===== src/sv/smmau_pkg.sv =====
// smmau_pkg: shared constants, codes and structs of the sparse matrix multiply-add unit
// no dependencies; imported by every module of the block but smmau_ram

package smmau_pkg;

    localparam int MAX_DIM    = 8;
    localparam int IDX_W      = $clog2(MAX_DIM);
    localparam int DIM_W      = 4;
    localparam int ADDR_W     = 2 * IDX_W;
    localparam int DEPTH      = MAX_DIM * MAX_DIM;
    localparam int VAL_W      = 32;
    localparam int ACT_W      = 2;
    localparam int CFG_IDX_W  = 3;
    localparam int CFG_DATA_W = 4;

    // input action codes
    typedef enum logic [ACT_W-1:0] {
        ACT_LOAD_A  = 2'd0,
        ACT_LOAD_B  = 2'd1,
        ACT_COMPUTE = 2'd2,
        ACT_CLEAR   = 2'd3
    } act_t;

    // configuration register indexes
    typedef enum logic [CFG_IDX_W-1:0] {
        REG_OP_MODE = 3'd0,
        REG_ROWS_A  = 3'd1,
        REG_COLS_A  = 3'd2,
        REG_ROWS_B  = 3'd3,
        REG_COLS_B  = 3'd4
    } cfg_reg_t;

    // op_mode values
    localparam logic MODE_MUL = 1'b0;
    localparam logic MODE_ADD = 1'b1;

    // classified work kinds in the queue
    typedef enum logic [1:0] {
        KD_LOAD_A,
        KD_LOAD_B,
        KD_COMPUTE,
        KD_CLEAR
    } kind_t;

    typedef enum logic [2:0] {
        BK_IDLE,
        BK_RUN,
        BK_DRAIN,
        BK_FLUSH,
        BK_ERROR
    } back_state_t;

    // configuration with dimensions already saturated to MAX_DIM
    typedef struct packed {
        logic             op_mode;
        logic [DIM_W-1:0] rows_a;
        logic [DIM_W-1:0] cols_a;
        logic [DIM_W-1:0] rows_b;
        logic [DIM_W-1:0] cols_b;
    } cfg_t;

    typedef struct packed {
        kind_t            kind;
        logic [IDX_W-1:0] row;
        logic [IDX_W-1:0] col;
        logic [VAL_W-1:0] value;
    } queue_item_t;

    typedef struct packed {
        logic [IDX_W-1:0] row;
        logic [IDX_W-1:0] col;
        logic [VAL_W-1:0] value;
        logic             last;
        logic             empty_res;
        logic             dim_error;
    } result_t;

endpackage


===== src/sv/smmau_front.sv =====
// smmau_front: accepts input words, drops out-of-range loads, classifies the rest
// into a two-entry queue toward the back end; depends on smmau_pkg

module smmau_front (
    input  logic                       clk,
    input  logic                       rst_n,
    input  smmau_pkg::cfg_t            cfg,
    input  logic                       in_valid,
    output logic                       in_ready,
    input  logic [smmau_pkg::ACT_W-1:0] action,
    input  logic [smmau_pkg::IDX_W-1:0] entry_row,
    input  logic [smmau_pkg::IDX_W-1:0] entry_col,
    input  logic [smmau_pkg::VAL_W-1:0] entry_value,
    output logic                       q_valid,
    input  logic                       q_ready,
    output smmau_pkg::queue_item_t     q_item
);
    import smmau_pkg::*;

    localparam int QDEPTH = 2;
    localparam int QPTR_W = 1;
    localparam int QCNT_W = 2;

    queue_item_t       slot_reg [QDEPTH];
    logic [QPTR_W-1:0] wptr_reg;
    logic [QPTR_W-1:0] rptr_reg;
    logic [QCNT_W-1:0] count_reg;
    logic [QCNT_W-1:0] count_next;

    queue_item_t       item_new;
    logic              in_bounds_a;
    logic              in_bounds_b;
    logic              drop;
    logic              push;
    logic              pop;

    assign in_bounds_a = ({1'b0, entry_row} < cfg.rows_a) && ({1'b0, entry_col} < cfg.cols_a);
    assign in_bounds_b = ({1'b0, entry_row} < cfg.rows_b) && ({1'b0, entry_col} < cfg.cols_b);

    always_comb
    begin
        item_new.row   = entry_row;
        item_new.col   = entry_col;
        item_new.value = entry_value;
        item_new.kind  = KD_CLEAR;
        drop           = 1'b0;
        case (action)
            ACT_LOAD_A:
            begin
                item_new.kind = KD_LOAD_A;
                drop          = !in_bounds_a;
            end
            ACT_LOAD_B:
            begin
                item_new.kind = KD_LOAD_B;
                drop          = !in_bounds_b;
            end
            ACT_COMPUTE:
            begin
                item_new.kind = KD_COMPUTE;
            end
            ACT_CLEAR:
            begin
                item_new.kind = KD_CLEAR;
            end
            default:
            begin
                item_new.kind = KD_CLEAR;
            end
        endcase
    end

    assign in_ready = (count_reg != QCNT_W'(QDEPTH));
    assign push     = in_valid && in_ready && !drop;
    assign q_valid  = (count_reg != '0);
    assign pop      = q_valid && q_ready;
    assign q_item   = slot_reg[rptr_reg];

    always_comb
    begin
        count_next = count_reg;
        if (push && !pop)
        begin
            count_next = count_reg + QCNT_W'(1);
        end
        else if (pop && !push)
        begin
            count_next = count_reg - QCNT_W'(1);
        end
    end

    always_ff @(posedge clk or negedge rst_n)
    begin
        if (!rst_n)
        begin
            wptr_reg  <= '0;
            rptr_reg  <= '0;
            count_reg <= '0;
        end
        else
        begin
            count_reg <= count_next;
            if (push)
            begin
                wptr_reg <= wptr_reg + QPTR_W'(1);
            end
            if (pop)
            begin
                rptr_reg <= rptr_reg + QPTR_W'(1);
            end
        end
    end

    always_ff @(posedge clk)
    begin
        if (push)
        begin
            slot_reg[wptr_reg] <= item_new;
        end
    end

endmodule


===== config.mk =====
export PLATFORM = sky130hd
export DESIGN_NAME = smmau_front
export DESIGN_NICKNAME = d
export VERILOG_FILES = /design/src/sv/smmau_pkg.sv /design/src/sv/smmau_front.sv
export SDC_FILE = /design/constraint.sdc
export NUM_CORES = 1
export LEC_CHECK = 0
export CORE_MARGIN = 4
export CORE_UTILIZATION = 50
export CTS_CLUSTER_SIZE = 16
export DETAILED_ROUTE_END_ITERATION = 10
export DONT_BUFFER_PORTS = 1
export PLACE_DENSITY = 0.68
export SKIP_LAST_GASP = 1
export SYNTH_ARGS = -nofsm -noshare
export SYNTH_HDL_FRONTEND = slang
export SYNTH_SLANG_ARGS = --single-unit

===== constraint.sdc =====
create_clock -name clk -period 2.9 [get_ports clk]
set_clock_uncertainty 0.1 [all_clocks]
set_input_delay 0.435 -clock clk [delete_from_list [all_inputs] [get_ports clk]]
set_output_delay 0.435 -clock clk [all_outputs]
set_load 0.01 [all_outputs]

==> run_results.csv <==
group,metric,value,unit
setup_path,critPathMaxStageDelay,0.96,ns
routing,met1Wirelength,2.05,mm
global_route,gr-total-overflow,0,
sta,whs,0.0809,ns
routing,drt_pass1_iterations,3,
setup_path,reg2reg_depth,5,
sta,rsz0062_at_grt,"false",
global_route,grt_pass1_vias,1751,
finish,finish.utilization,0.574,
global_route,antenna_found_initial,0,
sta,drv_slew,0,
finish,largest_reg_flops,80,
finish,fin_nets,262,
yosys,synth_cell_types,27,
floorplan,die_y,89.7,um
placement,place_ws,0.280,ns
finish,diodes,0,
yosys,ys_warn_count,0,
sta,fin_ws,0.592,ns
job,cap_violations,0,
sta,fin_crit_sh,0.796,
setup_path,worstPathMaxFanout,41,
routing,viasPerCell,5.61,
yosys,netlist_area,0.00334,mm^2
cts,path_clk_slew,0.08,ns
sta,hold_viol_final,0,
global_route,grt_pass1_wl,9.16,mm
floorplan,coreArea,0.00642,mm^2
routing,wl_met3,511,um
finish,multi_input_comb_area,769,um^2
setup_path,start_kind,"flop",
sta,setup_viol_count_final,0,
hold_path,hp-class,"input pin to flop",
setup_path,critPathTopFamily,"flip-flops",
placement,hpwl,4.07,mm
placement,place_inst,257,
routing,drt_wl_total,5.82,mm
placement,place_area,0.00344,mm^2
floorplan,die_w,89.7,um
floorplan,io_pins,103,
yosys,synth.top_cell.area_share,0.719,
cts,ctsHtreeMaxLevel,3,
cts,cts_setup_buffers,0,
routing,route.vias.total,1538,
cts,cts_root_buffer,"clkbuf_8",
routing,top_layer,"met4",
cts,cts_tree,"yes",
status,status,"completed",
placement,io_buffers,0,
placement,gp_congestion,0.776,
floorplan,initial_core_util,0.520,
setup_path,cp_slowest_cell,"dfrtp_2",
routing,drc,0,
floorplan,die_area,0.00805,mm^2
setup_path,r2r-end,"slot_reg[1][18]$_DFFE_PP_",
routing,postRouteAntennaNets,0,
finish,final_cell_mix,"edfxtp_1 (80), mux2_2 (37), inv_1 (11)",
pwr,leakagePower,1.28,nW
yosys,postSynthCellCount,183,
setup_path,cp_num_buf_inv,0,
setup_path,reg2reg_setup_slack,1.02,ns
cts,cts_sinks,84,
routing,drt-initial-drc-count,56,
cts,clk_latency,0.33,ns
setup_path,startpoint,"rptr_reg$_DFFE_PN0P_",
setup_path,worstPathCellList,"mux2_2",
pwr,ir_drop,645,uV
setup_path,cp_num_cells,1,
finish,area_growth,10.4,%
yosys,yosysSeqAreaShare,0.749,
setup_path,setup.worst_path.end,"q_item[15]",
routing,wl_met2,3.08,mm
yosys,syn_area_per_cell,18.2,um^2
floorplan,rows,29,
setup_path,end_kind,"output port",
yosys,synthTopCellsByArea,"edfxtp_1 (72%), mux2_2 (12%), ha_1 (3.4%)",
setup_path,worstPathRequired,2.37,ns
finish,final_cell_area,0.00369,mm^2
yosys,synth_seq_cells,84,
cts,cts_buffer_depth,2,
yosys,syn-num-nets,253,
sta,worst_pin_slew,0.896,ns
finish,nFillCells,491,
finish,layoutNonFillerInstCount,274,
setup_path,r2r-start,"count_reg[0]$_DFFE_PN0P_",
sta,fmaxAchievable,0.433,GHz
cts,cts_buffers,9,
setup_path,arrival,1.77,ns
finish,layout-drive-gt1-share,0.305,
finish,ff_latch_area,0.00250,mm^2
pwr,p_per_area,955,mW/mm^2
sta,maxSlewHeadroom,0.403,
yosys,yosys.area.top_type,"edfxtp_1",
routing,avgRoutedWirePerCell,21.2,um
sta,period_needed,2.31,ns
global_route,grt_use_total,0.151,
global_route,grt_max_degree,42,
finish,final_common_cell,"edfxtp_1",
setup_path,path_class,"flop to output port",
[final cells by class]
| cell class | instances | share of cell area |
|---|---|---|
| Timing Repair Buffer | 5 | 0.0109 |
| Clock inverter | 5 | 0.0272 |
| Inverter | 12 | 0.0122 |
| Tap cell | 77 | 0.0261 |
| Clock buffer | 11 | 0.0356 |
| Multi-Input combinational cell | 80 | 0.209 |
| Sequential cell | 84 | 0.679 |
[power breakdown]
group / switching, mW / total, mW / internal, mW / leakage, nW
combinational: 0.428 / 0.777 / 0.350 / 0.377
clock: 0.382 / 0.952 / 0.570 / 0.117
sequential: 0.175 / 1.79 / 1.62 / 0.784
[through the flow]
step	power [mW]	setup TNS (ns)
after floorplan	2.43	-2.08
after global placement	2.57	0
after detailed placement	2.62	0
after CTS	3.57	0
after global routing	3.69	0
final	3.52	0
[worst min-delay path by stage]
stage	startpoint	endpoint	slack (ns)	depth (start not counted)
after floorplan	rst_n	count_reg[0]$_DFFE_PN0P_	0.04	0
after global placement	rst_n	wptr_reg$_DFFE_PN0P_	0.04	0
after detailed placement	rst_n	wptr_reg$_DFFE_PN0P_	0.04	0
after CTS	entry_value[20]	slot_reg[0][20]$_DFFE_PP_	0.05	0
after global routing	entry_value[16]	slot_reg[0][16]$_DFFE_PP_	0.05	0
final	entry_value[20]	slot_reg[1][20]$_DFFE_PP_	0.08	0
[routing by layer]
layer,track usage,vias up
met5,0,-
met2,0.256,69
met1,0.153,750
met4,0.0830,0
met3,0.0718,13
li1,-,706
[synth_stat cells]
library cell,count
dfrtp_1,4
edfxtp_1,80
and2_1,1
nor2_1,4
mux2_1,3
a21oi_1,2
xnor2_1,3
clkbuf_1,3
nor3b_2,1
o21ai_0,2
nor3_1,2
inv_1,11
nand2_1,3
a22oi_1,1
nor2b_1,2
nand2b_1,1
o22ai_1,1
inv_2,1
ha_1,9
nor3b_1,1
mux2_2,37
nand4_1,1
or2_1,1
buf_2,4
nor4b_1,2
xor2_1,2
o311ai_1,1
[what timing repair did]
item,CTS,global route
endpoints found under the setup margin,0,0
hold endpoints to repair,4,0
hold buffers,1,0
resized for setup,0,0
[kinds of logic after synthesis]
logic type | synth area share
XOR/XNOR | 0.0131
AND/OR/NAND/NOR | 0.0333
adder cells (fa/ha/maj) | 0.0337
buffers and inverters | 0.0229
flip-flops | 0.749
multiplexers | 0.135
AO/OA/AOI/OAI | 0.0127
Power figures use the tool's default switching activity.
